$ cat src/rtl/plc_pkg.sv
// Shared constants and types for the pixel luma channel arithmetic block.
`default_nettype none

package plc_pkg;

    // Luma weights in unsigned Q0.16; they sum to exactly 65536.
    localparam logic [15:0] WeightR = 16'd19595;
    localparam logic [15:0] WeightG = 16'd38470;
    localparam logic [15:0] WeightB = 16'd7471;

    // Smallest Q16 luma above 0.255, the lower bound for a real divide.
    localparam logic [23:0] DivMinLuma = 24'd16712;

    // Number of register stages from the input to the output register.
    localparam int NumStages = 6;

    // Operation codes held in the operation_mode register.
    localparam logic [3:0] ModeAdd = 4'd0;
    localparam logic [3:0] ModeSub = 4'd1;
    localparam logic [3:0] ModeMul = 4'd2;
    localparam logic [3:0] ModeDiv = 4'd3;
    localparam logic [3:0] ModeAnd = 4'd4;
    localparam logic [3:0] ModeOr  = 4'd5;
    localparam logic [3:0] ModeXor = 4'd6;
    localparam logic [3:0] ModeMin = 4'd7;
    localparam logic [3:0] ModeMax = 4'd8;

    // One load enable per pipeline stage, stage 1 in bit 0.
    typedef logic [NumStages-1:0] stage_en_t;

endpackage

`default_nettype wire

$ cat src/rtl/plc_if.sv
// Handshake channel interfaces for pixels in, pixels out and configuration.
`default_nettype none

interface plc_in_if;
    logic       valid;
    logic       ready;
    logic [7:0] red_in;
    logic [7:0] green_in;
    logic [7:0] blue_in;
    modport source (output valid, output red_in, output green_in, output blue_in,
                    input ready);
    modport sink (input valid, input red_in, input green_in, input blue_in,
                  output ready);
endinterface

interface plc_out_if;
    logic       valid;
    logic       ready;
    logic [7:0] red_out;
    logic [7:0] green_out;
    logic [7:0] blue_out;
    modport source (output valid, output red_out, output green_out, output blue_out,
                    input ready);
    modport sink (input valid, input red_out, input green_out, input blue_out,
                  output ready);
endinterface

interface plc_cfg_if;
    logic       valid;
    logic       ready;
    logic [3:0] operation_mode;
    modport source (output valid, output operation_mode, input ready);
    modport sink (input valid, input operation_mode, output ready);
endinterface

`default_nettype wire

$ cat src/rtl/plc_luma.sv
// Luma computation: weight products in stage 1, their sum in stage 2.
`default_nettype none

module plc_luma (
    input  logic                clk,
    input  plc_pkg::stage_en_t  en,
    input  logic [7:0]          red,
    input  logic [7:0]          green,
    input  logic [7:0]          blue,
    output logic [7:0]          red_s2,
    output logic [7:0]          green_s2,
    output logic [7:0]          blue_s2,
    output logic [23:0]         luma_s2
);

    logic [7:0]  red_s1_reg;
    logic [7:0]  green_s1_reg;
    logic [7:0]  blue_s1_reg;
    logic [23:0] prod_r_reg;
    logic [23:0] prod_g_reg;
    logic [23:0] prod_b_reg;
    logic [7:0]  red_s2_reg;
    logic [7:0]  green_s2_reg;
    logic [7:0]  blue_s2_reg;
    logic [23:0] luma_reg;

    // Stage 1: one weight multiplication per channel.
    always_ff @(posedge clk)
    begin
        if (en[0])
        begin
            red_s1_reg   <= red;
            green_s1_reg <= green;
            blue_s1_reg  <= blue;
            prod_r_reg   <= 24'({8'b0, plc_pkg::WeightR} * {16'b0, red});
            prod_g_reg   <= 24'({8'b0, plc_pkg::WeightG} * {16'b0, green});
            prod_b_reg   <= 24'({8'b0, plc_pkg::WeightB} * {16'b0, blue});
        end
    end

    // Stage 2: the weights sum to one, so the sum never exceeds 255 in Q8.16.
    always_ff @(posedge clk)
    begin
        if (en[1])
        begin
            red_s2_reg   <= red_s1_reg;
            green_s2_reg <= green_s1_reg;
            blue_s2_reg  <= blue_s1_reg;
            luma_reg     <= prod_r_reg + prod_g_reg + prod_b_reg;
        end
    end

    assign red_s2   = red_s2_reg;
    assign green_s2 = green_s2_reg;
    assign blue_s2  = blue_s2_reg;
    assign luma_s2  = luma_reg;

endmodule

`default_nettype wire

$ cat src/rtl/plc_chan.sv
// Per-channel operation: simple ops, multiply and a two-bit-per-stage divider.
`default_nettype none

module plc_chan (
    input  logic                clk,
    input  plc_pkg::stage_en_t  en,
    input  logic [3:0]          mode,
    input  logic [7:0]          chan,
    input  logic [23:0]         luma,
    output logic [7:0]          result
);

    // One restoring divide step: returns the quotient bit over the new remainder.
    function automatic logic [32:0] div_step(input logic [31:0] rem,
                                             input logic [23:0] dvs,
                                             input logic [2:0]  sh);
        logic [31:0] trial;
        logic [32:0] res;
        trial = {8'b0, dvs} << sh;
        if (rem >= trial)
        begin
            res = {1'b1, rem - trial};
        end
        else
        begin
            res = {1'b0, rem};
        end
        return res;
    endfunction

    logic [7:0]  luma_int;
    logic        luma_frac;
    logic [8:0]  add_sum;
    logic [7:0]  simple_val;
    logic [15:0] chan_x255;
    logic [31:0] numer;
    logic        div_force;
    logic [32:0] st7;
    logic [32:0] st6;
    logic [32:0] st5;
    logic [32:0] st4;
    logic [32:0] st3;
    logic [32:0] st2;
    logic [32:0] st1;
    logic [32:0] st0;
    logic [15:0] mul_hi;
    logic [7:0]  mul_q0;
    logic [8:0]  mul_rem;
    logic [7:0]  mul_q;

    logic [7:0]  simple_s3_reg;
    logic [31:0] prod_s3_reg;
    logic [31:0] rem_s3_reg;
    logic [1:0]  quo_s3_reg;
    logic [23:0] dvs_s3_reg;
    logic        force_s3_reg;

    logic [7:0]  simple_s4_reg;
    logic [7:0]  mul_s4_reg;
    logic [31:0] rem_s4_reg;
    logic [3:0]  quo_s4_reg;
    logic [23:0] dvs_s4_reg;
    logic        force_s4_reg;

    logic [7:0]  other_s5_reg;
    logic [31:0] rem_s5_reg;
    logic [5:0]  quo_s5_reg;
    logic [23:0] dvs_s5_reg;
    logic        force_s5_reg;

    logic [7:0]  result_reg;

    // Stage 3 logic: the operations that need no multiply or divide.
    always_comb
    begin
        luma_int  = luma[23:16];
        luma_frac = |luma[15:0];
        add_sum   = {1'b0, chan} + {1'b0, luma_int};
        case (mode)
            plc_pkg::ModeAdd: simple_val = add_sum[8] ? 8'hFF : add_sum[7:0];
            plc_pkg::ModeSub:
            begin
                // The result is zero whenever the luma exceeds the channel.
                if (chan < luma_int || (chan == luma_int && luma_frac))
                begin
                    simple_val = 8'd0;
                end
                else
                begin
                    simple_val = chan - luma_int - {7'b0, luma_frac};
                end
            end
            plc_pkg::ModeAnd: simple_val = (|(chan & luma_int)) ? 8'hFF : 8'h00;
            plc_pkg::ModeOr:  simple_val = (|(chan | luma_int)) ? 8'hFF : 8'h00;
            plc_pkg::ModeXor: simple_val = (|(chan ^ luma_int)) ? 8'hFF : 8'h00;
            plc_pkg::ModeMin: simple_val = (chan < luma_int) ? chan : luma_int;
            plc_pkg::ModeMax: simple_val = (chan > luma_int) ? chan : luma_int;
            default:          simple_val = 8'd0;
        endcase
    end

    // Stage 3 logic: divide setup and the two top quotient bits.
    always_comb
    begin
        chan_x255 = {chan, 8'b0} - {8'b0, chan};
        numer     = {chan_x255, 16'b0};
        // A quotient of 256 or more saturates, as does a luma at or below 0.255.
        div_force = (numer >= {luma, 8'b0}) || (luma < plc_pkg::DivMinLuma);
        st7       = div_step(numer, luma, 3'd7);
        st6       = div_step(st7[31:0], luma, 3'd6);
    end

    always_ff @(posedge clk)
    begin
        if (en[2])
        begin
            simple_s3_reg <= simple_val;
            prod_s3_reg   <= 32'({24'b0, chan} * {8'b0, luma});
            rem_s3_reg    <= st6[31:0];
            quo_s3_reg    <= {st7[32], st6[32]};
            dvs_s3_reg    <= luma;
            force_s3_reg  <= div_force;
        end
    end

    // Stage 4 logic: product over 255*65536 as a shift and a divide by 255.
    always_comb
    begin
        mul_hi  = prod_s3_reg[31:16];
        mul_q0  = mul_hi[15:8];
        mul_rem = {1'b0, mul_hi[7:0]} + {1'b0, mul_q0};
        mul_q   = mul_q0 + {7'b0, (mul_rem >= 9'd255)} + {7'b0, (mul_rem >= 9'd510)};
        st5     = div_step(rem_s3_reg, dvs_s3_reg, 3'd5);
        st4     = div_step(st5[31:0], dvs_s3_reg, 3'd4);
    end

    always_ff @(posedge clk)
    begin
        if (en[3])
        begin
            simple_s4_reg <= simple_s3_reg;
            mul_s4_reg    <= mul_q;
            rem_s4_reg    <= st4[31:0];
            quo_s4_reg    <= {quo_s3_reg, st5[32], st4[32]};
            dvs_s4_reg    <= dvs_s3_reg;
            force_s4_reg  <= force_s3_reg;
        end
    end

    // Stage 5: two more quotient bits; pick multiply or simple result.
    always_comb
    begin
        st3 = div_step(rem_s4_reg, dvs_s4_reg, 3'd3);
        st2 = div_step(st3[31:0], dvs_s4_reg, 3'd2);
    end

    always_ff @(posedge clk)
    begin
        if (en[4])
        begin
            other_s5_reg <= (mode == plc_pkg::ModeMul) ? mul_s4_reg : simple_s4_reg;
            rem_s5_reg   <= st2[31:0];
            quo_s5_reg   <= {quo_s4_reg, st3[32], st2[32]};
            dvs_s5_reg   <= dvs_s4_reg;
            force_s5_reg <= force_s4_reg;
        end
    end

    // Stage 6: last quotient bits and the final selection into the output register.
    always_comb
    begin
        st1 = div_step(rem_s5_reg, dvs_s5_reg, 3'd1);
        st0 = div_step(st1[31:0], dvs_s5_reg, 3'd0);
    end

    always_ff @(posedge clk)
    begin
        if (en[5])
        begin
            if (mode == plc_pkg::ModeDiv)
            begin
                result_reg <= force_s5_reg ? 8'hFF : {quo_s5_reg, st1[32], st0[32]};
            end
            else
            begin
                result_reg <= other_s5_reg;
            end
        end
    end

    assign result = result_reg;

endmodule

`default_nettype wire

$ cat src/rtl/pixel_luma_channel_arithmetic.sv
// Top level: pixel luma channel arithmetic pipeline with stage handshake.
//
//  Channel  | Direction | Payload
//  ---------+-----------+----------------------------------------
//  pix_in   | in        | red_in, green_in, blue_in (8 bits each)
//  pix_out  | out       | red_out, green_out, blue_out (8 bits each)
//  cfg      | in        | operation_mode (4 bits), always ready
//
// One pixel per clock sustained while pix_out is ready; a pixel passes six register
// stages, the output register the last of them, a depth set by the two luma stages
// and the two-bit-per-stage divider.
// Reset clears the stage valid bits and sets operation_mode to add.
// Each stage loads when it is empty or its successor loads, so bubbles close
// up and a stalled output still lets upstream stages fill.
`default_nettype none

module pixel_luma_channel_arithmetic (
    input  logic            clk,
    input  logic            rst_n,
    plc_in_if.sink          pix_in,
    plc_out_if.source       pix_out,
    plc_cfg_if.sink         cfg
);

    localparam int LastStage = plc_pkg::NumStages - 1;

    logic [3:0]           mode_reg;
    logic [LastStage:0]   valid_reg;
    logic [LastStage:0]   valid_next;
    plc_pkg::stage_en_t   stage_en;

    logic [7:0]  red_s2;
    logic [7:0]  green_s2;
    logic [7:0]  blue_s2;
    logic [23:0] luma_s2;

    // Users write mode only with the pipeline empty; the block does not check.
    assign cfg.ready = 1'b1;

    always_ff @(posedge clk or negedge rst_n)
    begin
        if (!rst_n)
        begin
            mode_reg <= plc_pkg::ModeAdd;
        end
        else if (cfg.valid && cfg.ready)
        begin
            mode_reg <= cfg.operation_mode;
        end
    end

    // Stage enables ripple back from the output.
    always_comb
    begin
        stage_en[LastStage] = !valid_reg[LastStage] || pix_out.ready;
        for (int i = LastStage - 1; i >= 0; i--)
        begin
            stage_en[i] = !valid_reg[i] || stage_en[i+1];
        end
    end

    // Valid bits travel with the data.
    always_comb
    begin
        valid_next = valid_reg;
        if (stage_en[0])
        begin
            valid_next[0] = pix_in.valid;
        end
        for (int i = 1; i <= LastStage; i++)
        begin
            if (stage_en[i])
            begin
                valid_next[i] = valid_reg[i-1];
            end
        end
    end

    always_ff @(posedge clk or negedge rst_n)
    begin
        if (!rst_n)
        begin
            valid_reg <= '0;
        end
        else
        begin
            valid_reg <= valid_next;
        end
    end

    assign pix_in.ready  = stage_en[0];
    assign pix_out.valid = valid_reg[LastStage];

    // Luma in stages one and two.
    plc_luma u_luma (
        .clk      (clk),
        .en       (stage_en),
        .red      (pix_in.red_in),
        .green    (pix_in.green_in),
        .blue     (pix_in.blue_in),
        .red_s2   (red_s2),
        .green_s2 (green_s2),
        .blue_s2  (blue_s2),
        .luma_s2  (luma_s2)
    );

    // One operation unit per color channel, stages three to six.
    plc_chan u_chan_red (
        .clk    (clk),
        .en     (stage_en),
        .mode   (mode_reg),
        .chan   (red_s2),
        .luma   (luma_s2),
        .result (pix_out.red_out)
    );

    plc_chan u_chan_green (
        .clk    (clk),
        .en     (stage_en),
        .mode   (mode_reg),
        .chan   (green_s2),
        .luma   (luma_s2),
        .result (pix_out.green_out)
    );

    plc_chan u_chan_blue (
        .clk    (clk),
        .en     (stage_en),
        .mode   (mode_reg),
        .chan   (blue_s2),
        .luma   (luma_s2),
        .result (pix_out.blue_out)
    );

    // An empty output register never holds back the input.
    a_empty_out_ready: assert property (@(posedge clk) disable iff (!rst_n)
        !valid_reg[LastStage] |-> pix_in.ready)
        else $error("input not ready with an empty output stage");

    // With every stage full and the output stalled, no transfer is taken in.
    a_full_stall: assert property (@(posedge clk) disable iff (!rst_n)
        (&valid_reg && !pix_out.ready) |-> !pix_in.ready)
        else $error("input ready while the pipeline is full and stalled");

    // An accepted transfer occupies the first stage on the next cycle.
    a_accept_fills: assert property (@(posedge clk) disable iff (!rst_n)
        (pix_in.valid && pix_in.ready) |=> valid_reg[0])
        else $error("accepted transfer missing from the first stage");

endmodule

`default_nettype wire
$ cat src/flat_wrapper.sv
// flat-port wrapper written by rule: the top's interface ports become plain ports
module pixel_luma_channel_arithmetic_flat 
  (clk, rst_n, pix_in_valid, pix_in_red_in, pix_in_green_in, pix_in_blue_in, pix_in_ready, pix_out_valid, pix_out_red_out, pix_out_green_out, pix_out_blue_out, pix_out_ready, cfg_valid, cfg_operation_mode, cfg_ready);
  plc_in_if pix_in_i ();
  plc_out_if pix_out_i ();
  plc_cfg_if cfg_i ();
  input  logic clk;
  input  logic rst_n;
  input wire logic [$bits(pix_in_i.valid)-1:0] pix_in_valid;
  input wire logic [$bits(pix_in_i.red_in)-1:0] pix_in_red_in;
  input wire logic [$bits(pix_in_i.green_in)-1:0] pix_in_green_in;
  input wire logic [$bits(pix_in_i.blue_in)-1:0] pix_in_blue_in;
  output wire logic [$bits(pix_in_i.ready)-1:0] pix_in_ready;
  output wire logic [$bits(pix_out_i.valid)-1:0] pix_out_valid;
  output wire logic [$bits(pix_out_i.red_out)-1:0] pix_out_red_out;
  output wire logic [$bits(pix_out_i.green_out)-1:0] pix_out_green_out;
  output wire logic [$bits(pix_out_i.blue_out)-1:0] pix_out_blue_out;
  input wire logic [$bits(pix_out_i.ready)-1:0] pix_out_ready;
  input wire logic [$bits(cfg_i.valid)-1:0] cfg_valid;
  input wire logic [$bits(cfg_i.operation_mode)-1:0] cfg_operation_mode;
  output wire logic [$bits(cfg_i.ready)-1:0] cfg_ready;
  assign pix_in_i.valid = pix_in_valid;
  assign pix_in_i.red_in = pix_in_red_in;
  assign pix_in_i.green_in = pix_in_green_in;
  assign pix_in_i.blue_in = pix_in_blue_in;
  assign pix_in_ready = pix_in_i.ready;
  assign pix_out_valid = pix_out_i.valid;
  assign pix_out_red_out = pix_out_i.red_out;
  assign pix_out_green_out = pix_out_i.green_out;
  assign pix_out_blue_out = pix_out_i.blue_out;
  assign pix_out_i.ready = pix_out_ready;
  assign cfg_i.valid = cfg_valid;
  assign cfg_i.operation_mode = cfg_operation_mode;
  assign cfg_ready = cfg_i.ready;
  pixel_luma_channel_arithmetic u_core (.clk(clk), .rst_n(rst_n), .pix_in(pix_in_i), .pix_out(pix_out_i), .cfg(cfg_i));
endmodule
$ cat config.mk
export PLATFORM = sky130hd
export DESIGN_NAME = pixel_luma_channel_arithmetic_flat
export DESIGN_NICKNAME = d
export VERILOG_FILES = /design/src/rtl/plc_pkg.sv /design/src/rtl/plc_if.sv /design/src/rtl/plc_luma.sv /design/src/rtl/plc_chan.sv /design/src/rtl/pixel_luma_channel_arithmetic.sv /design/src/flat_wrapper.sv
export SDC_FILE = /design/constraint.sdc
export NUM_CORES = 2
export LEC_CHECK = 0
export ABC_AREA = 0
export BUFFER_PORTS_ARGS = -buffer_cell sky130_fd_sc_hd__buf_2
export CAP_MARGIN = 10
export CORE_ASPECT_RATIO = 1.2
export CORE_MARGIN = 10
export CORE_UTILIZATION = 50
export DETAILED_ROUTE_END_ITERATION = 7
export PLACE_DENSITY = 0.65
export SLEW_MARGIN = 10
export SYNTH_ARGS = -nofsm -noshare
export SYNTH_HDL_FRONTEND = slang
export SYNTH_HIERARCHICAL = 1
export SYNTH_SLANG_ARGS = --single-unit
$ cat constraint.sdc
create_clock -name clk -period 10.2 [get_ports clk]
set_input_delay 2.04 -clock clk [delete_from_list [all_inputs] [get_ports clk]]
set_output_delay 2.04 -clock clk [all_outputs]
set_load 0.02 [all_outputs]
; Yosys cells after proc, flatten, opt, wreduce, memory -nomap -nowiden
; Index checks and enable logic that the tools add are counted.
[word_totals]
wordCells = 267
ff_bits = 770
inputBits = 33
[op_classes]
n_eq_ne = 11
multipliers = 6
muxes = 57
n_lt_le_gt_ge = 40
reduce_logical = 32
bitwise_logic = 9
addsub = 47
[ops]
columns = operator, n
row1 = two-way mux 33 bit, 24
row2 = two-way mux 8 bit, 30
row3 = one-hot mux 8 bit (7 select lines), 3
row4 = greater-or-equal comparator 32 x 24 -> 1 bit, 3
row5 = greater-or-equal comparator 32 x 25 -> 1 bit, 3
row6 = greater-or-equal comparator 32 x 26 -> 1 bit, 3
row7 = greater-or-equal comparator 32 x 27 -> 1 bit, 3
row8 = greater-or-equal comparator 32 x 28 -> 1 bit, 3
row9 = greater-or-equal comparator 32 x 29 -> 1 bit, 3
row10 = greater-or-equal comparator 32 x 30 -> 1 bit, 3
row11 = greater-or-equal comparator 32 x 31 -> 1 bit, 3
row12 = greater-or-equal comparator 32 bit, 3
row13 = multiplier 8 x 24 -> 32 bit, 3
row14 = subtractor 32 x 24 -> 32 bit, 3
row15 = subtractor 32 x 25 -> 32 bit, 3
row16 = subtractor 32 x 26 -> 32 bit, 3
row17 = subtractor 32 x 27 -> 32 bit, 3
row18 = subtractor 32 x 28 -> 32 bit, 3
row19 = subtractor 32 x 29 -> 32 bit, 3
row20 = subtractor 32 x 30 -> 32 bit, 3
row21 = subtractor 32 x 31 -> 32 bit, 3
row22 = OR reduction 8 bit, 9
row23 = adder 8 x 8 -> 9 bit, 6
row24 = adder 8 x 1 -> 8 bit, 6
row25 = 25 further kinds, 70

; Longest topological paths before layout
[logic_depth]
ltp_word = 7
depth_mapped = 30

; Modules after synthesis
; Netlist, hierarchy kept.
[by_module_without_submodules]
columns = mod, cells_per_inst, area_each_um2, instances, seq_area_each_um2
row1 = plc_chan (u_core.u_chan_green), 2869, 25769.7, 1, 6816.5
row2 = plc_chan (u_core.u_chan_red), 2817, 25645.8, 1, 6816.5
row3 = plc_chan (u_core.u_chan_blue), 2852, 25406.9, 1, 6816.5
row4 = plc_luma, 974, 11449.7, 1, 4083.9
row5 = pixel_luma_channel_arithmetic, 30, 405.4, 1, 250.2

; Worst setup path before layout
; No wires, ideal clock.
[synth_path]
kind = in2reg
from = input port pix_out_ready
to = register u_core.u_chan_blue.dvs_s5_reg[0] (enable)
arrival_time_ps = 6621
path_buffers = 0
setup_ps = 2137
path_slack_ps = 1442
path_stages = 1
t_required_ps = 8063
path_cell_list = nand3b_1
[synth_via]
elab_chain_len = 2
[synth_rtl]
columns = item, line
row1 = from (decl), flat_wrapper.sv:18  ; input wire logic [$bits(pix_out_i.ready)-1:0] pix_out_ready;
row2 = logical OR 1 bit, pixel_luma_channel_arithmetic.sv:55  ; stage_en[LastStage] = !valid_reg[LastStage] || pix_out.ready;
row3 = logical OR 1 bit, pixel_luma_channel_arithmetic.sv:58  ; stage_en[i] = !valid_reg[i] || stage_en[i+1];
row4 = to (signal assigned), plc_chan.sv:164  ; dvs_s5_reg <= dvs_s4_reg;
row5 = to (decl), plc_chan.sv:68  ; logic [23:0] dvs_s5_reg;
; Every way passes these cells.
; A chain may end at the register's enable or synchronous reset.

; Worst setup path in the final report
[layout_path]
from = register u_core.u_luma.green_s2_reg[2], in the netlist u_core/u_luma/green_s2[2]
to = register u_core.u_chan_green.rem_s3_reg[14], data pin
[layout_via]
elab_chain_len = 5
elab_cells_between_ends = 7
cone_classes = add/sub: 3 / order compare: 2 / mux: 2
[layout_rtl]
columns = item, line
row1 = from (decl), plc_luma.sv:23  ; logic [7:0] green_s2_reg;
row2 = from (signal assigned), plc_luma.sv:47  ; green_s2_reg <= green_s1_reg;
row3 = subtractor 16 x 8 -> 16 bit (*), plc_chan.sv:105  ; chan_x255 = {chan, 8'b0} - {8'b0, chan};
row4 = greater-or-equal comparator 32 x 31 -> 1 bit or subtractor 32 x 31 -> 32 bit (tied branches), "plc_chan.sv:20, plc_chan.sv:22"
row5 = two-way mux 33 bit (*), plc_chan.sv:20  ; if (rem >= trial)
row6 = subtractor 32 x 30 -> 32 bit or greater-or-equal comparator 32 x 30 -> 1 bit (tied branches), "plc_chan.sv:22, plc_chan.sv:20"
row7 = two-way mux 33 bit (*), plc_chan.sv:20
row8 = via u_core.u_chan_green.st6[14], plc_chan.sv:39  ; logic [32:0] st6;
row9 = to (signal assigned), plc_chan.sv:119  ; rem_s3_reg <= st6[31:0];
row10 = to (decl), plc_chan.sv:53  ; logic [31:0] rem_s3_reg;
; The timed path passes the listed nets; every way through them passes the cells marked *.

==> results.cfg <==
[clock_network]
post_cts_buffers = 0
numCtsBuffers = 90
h-tree-depth = 3
clkTransAtPathRegs_ps = 70
ctsResizeCount = 0
cts_hold_buffers = 0
clock-sinks = 827
cts_tree = yes
cts_root_buffer = clkbuf_16
clockBufferDepth = 3
clkLatencyLatePin_ps = 750

[worst_hold_path]
min_to = u_core/u_luma/blue_s2[6]
min_path_cells = 0
hold_class = reg -> reg
min_from = u_core/u_luma/blue_s1_reg[6]

[cells_and_area]
synthToLayoutAreaGrowth_pct = 7.16
layout-drive-gt1-share_pct = 6.75
fin_nets = 11200
fill_cells = 15900

[synthesis]
ys_types = 126
yosysWarnings = 6
netlist_instances = 9542
synth.cell_area_mm2 = 0.0887
synth_fp_nets = 11200
ys_seq_area_share_pct = 27.9
synth-seq-cells = 827
synthFlopType = edfxtp_1
avgSynthCellArea_um2 = 9.29
synth_edf_count = 817
synthArstFlopShare_pct = 1.21

[setup_path]
crit_top_cell = o21ai_0
critPathArrivalTime_ps = 9310
worstSetupPathDepth = 26
critical_path_buf_inv_count = 4
startpoint_type = flip-flop
path_max_fanout = 23
crit_family = compound AO/OA/AOI/OAI gates
r2r_end = u_core/u_chan_green/rem_s3_reg[14]
rrSetupSlack_ps = 1380
crit_type = reg -> reg
critPathRequiredTime_ps = 10690
reg2regPathDepth = 26
crit_slowest_cell = inv_1
cp-end-kind = flip-flop
cpPeakStageDelay_ps = 680
r2r_start = u_core/u_luma/green_s2[2]

[sta]
finalCritPeriodShare_pct = 86.5
slew_headroom_pct = 18.6
rsz0062_at_grt = false
skew_ps = 41.2
setup_viol = 0
min_period_ps = 8820
maxSlewViolCount = 0
fmaxAchievable_ghz = 0.113
tns_ps = 0
worst_pin_slew_ps = 1210
hold_viol_final = 0

[routing]
wl_mm = 243
drt_first_pass_iters = 6
final_antenna_net_count = 0
drt-vias-per-instance = 5.87
avgRoutedWirePerCell_um = 20.3
via_count = 70100
drc = 0
first_iter_violations = 5488

[floorplan]
ios = 60
die_area_mm2 = 0.195
start_util_pct = 50.2
rows = 169
die_y_um = 481
dieWidth_um = 404
core_mm2 = 0.177

[global_routing]
grt_pass1_vias = 70300
grt_max_degree = 131
gr-total-overflow = 0
antenna_found_initial = 15
grt_usage_pct = 24.5
busiest_layer = met2
grt_use_met1_pct = 32.7
met2_usage_pct = 40.7
gr-usage-met3_pct = 2.77
grt_first_pass_wirelength_mm = 385

[placement]
hpwl_mm = 189
io_buffers = 58
gp_congestion = 0.911

[status]
status = completed

[job]
cap_violations = 0
## final cells by class
type / instances / area (µm²) / share of cell area (%)
antenna: 7 / 17.5 / 0.0184
clock buffer: 96 / 2300 / 2.42
clock inverter: 74 / 972 / 1.02
inverter: 1053 / 3960 / 4.17
multi-input combinational: 7422 / 59000 / 62.1
sequential: 827 / 24800 / 26.1
tap: 2308 / 2890 / 3.04
timing repair buffer: 159 / 1090 / 1.14
## through the flow
| step | hold slack [ps] | utilization, % | setup slack (ps) | std cells | instance area, µm² |
|---|---|---|---|---|---|
| floorplan | 400 | - | 1440 | 9542 | 88700 |
| global placement | 401 | 52.0 | 1550 | 11800 | 91700 |
| detailed placement | 405 | 52.0 | 1490 | 11800 | 91700 |
| CTS | 403 | 53.8 | 1470 | 11900 | 95000 |
| global route | 400 | 53.8 | 752 | 11900 | 95000 |
| finish | 407 | 53.8 | 1380 | 11900 | 95000 |
## layer usage
layer | routed length (µm) | up-vias | share of wire [%]
met5 | 71 | - | 0.029
met4 | 10200 | 12 | 4.2
met3 | 13000 | 484 | 5.3
met2 | 113000 | 2123 | 46
li1 | - | 33800 | -
met1 | 107000 | 33700 | 44
## cells in the final DEF, fill, tap and decap left out, types with 17 or more instances in the layout
cell | Yosys | routed
o21ai_0 | 500 | 500
xnor2_1 | 409 | 409
inv_1 | 1030 | 1029
nor4_1 | 43 | 43
a31oi_1 | 77 | 77
nand2b_1 | 93 | 92
fa_1 | 500 | 500
or4_1 | 21 | 21
nor2b_1 | 98 | 98
or3_1 | 42 | 42
nor3_1 | 160 | 158
clkinv_1 | 20 | 30
and4_1 | 28 | 28
buf_4 | 7 | 98
o21a_1 | 102 | 102
buf_2 | 23 | 58
clkbuf_16 | 0 | 91
edfxtp_1 | 817 | 817
o21bai_1 | 89 | 89
a31o_2 | 18 | 18
mux2_4 | 35 | 35
mux2_2 | 161 | 161
nor2_1 | 870 | 870
o31ai_1 | 62 | 62
ha_1 | 1089 | 1089
o211ai_1 | 59 | 59
a21oi_1 | 735 | 734
nand3_1 | 127 | 126
xor2_1 | 207 | 207
nand4_1 | 125 | 125
and3_1 | 65 | 65
mux2i_1 | 34 | 34
bufinv_16 | 0 | 17
a211oi_1 | 71 | 70
and2_1 | 50 | 50
a21boi_0 | 26 | 26
or2_2 | 34 | 34
nand2_1 | 843 | 841
a21o_1 | 296 | 296
o31a_1 | 20 | 20
## logic make-up after synthesis
kind of cell               count (synthesis)  share of synthesized area (%)
adders and majority gates               1589                           26.7
and+or+nand+nor                         2682                           14.1
xor gates and xnor gates                 617                           6.10
AOI/OAI and AO/OA                       2300                           16.5
other                                      1                        0.00423
DFF                                      827                           27.9
buffers and inverters                   1293                           5.64
muxes                                    233                           3.06
## cell usage after synthesis, drive strengths merged (199+ instances only)
master	instances	area (µm²)
ha	1089	13600
inv	1033	3880
nor2	871	3270
nand2	845	3180
edfxtp	817	24500
a21oi	739	3710
o21ai	505	2530
fa	500	10000
xnor2	409	3580
a21o	297	2240
xor2	208	1830
mux2	199	2370
## worst max-delay path by stage
stage,start,endpoint
after CTS,u_core/u_luma/green_s2[2],u_core/u_chan_green/rem_s3_reg[14]
after global placement,u_core/u_luma/green_s2[2],u_core/u_chan_green/rem_s3_reg[12]
after detailed placement,u_core/u_luma/green_s2[2],u_core/u_chan_green/rem_s3_reg[21]
after global routing,u_core/u_luma/green_s2[2],u_core/u_chan_green/rem_s3_reg[14]
final,u_core/u_luma/green_s2[2],u_core/u_chan_green/rem_s3_reg[14]
after floorplan,pix_out_ready,u_core/u_chan_blue/dvs_s5_reg[0]
Power is left out: the tool's default activity adds up to more than one toggle a clock period on the data nets, which glitch-free logic cannot reach.
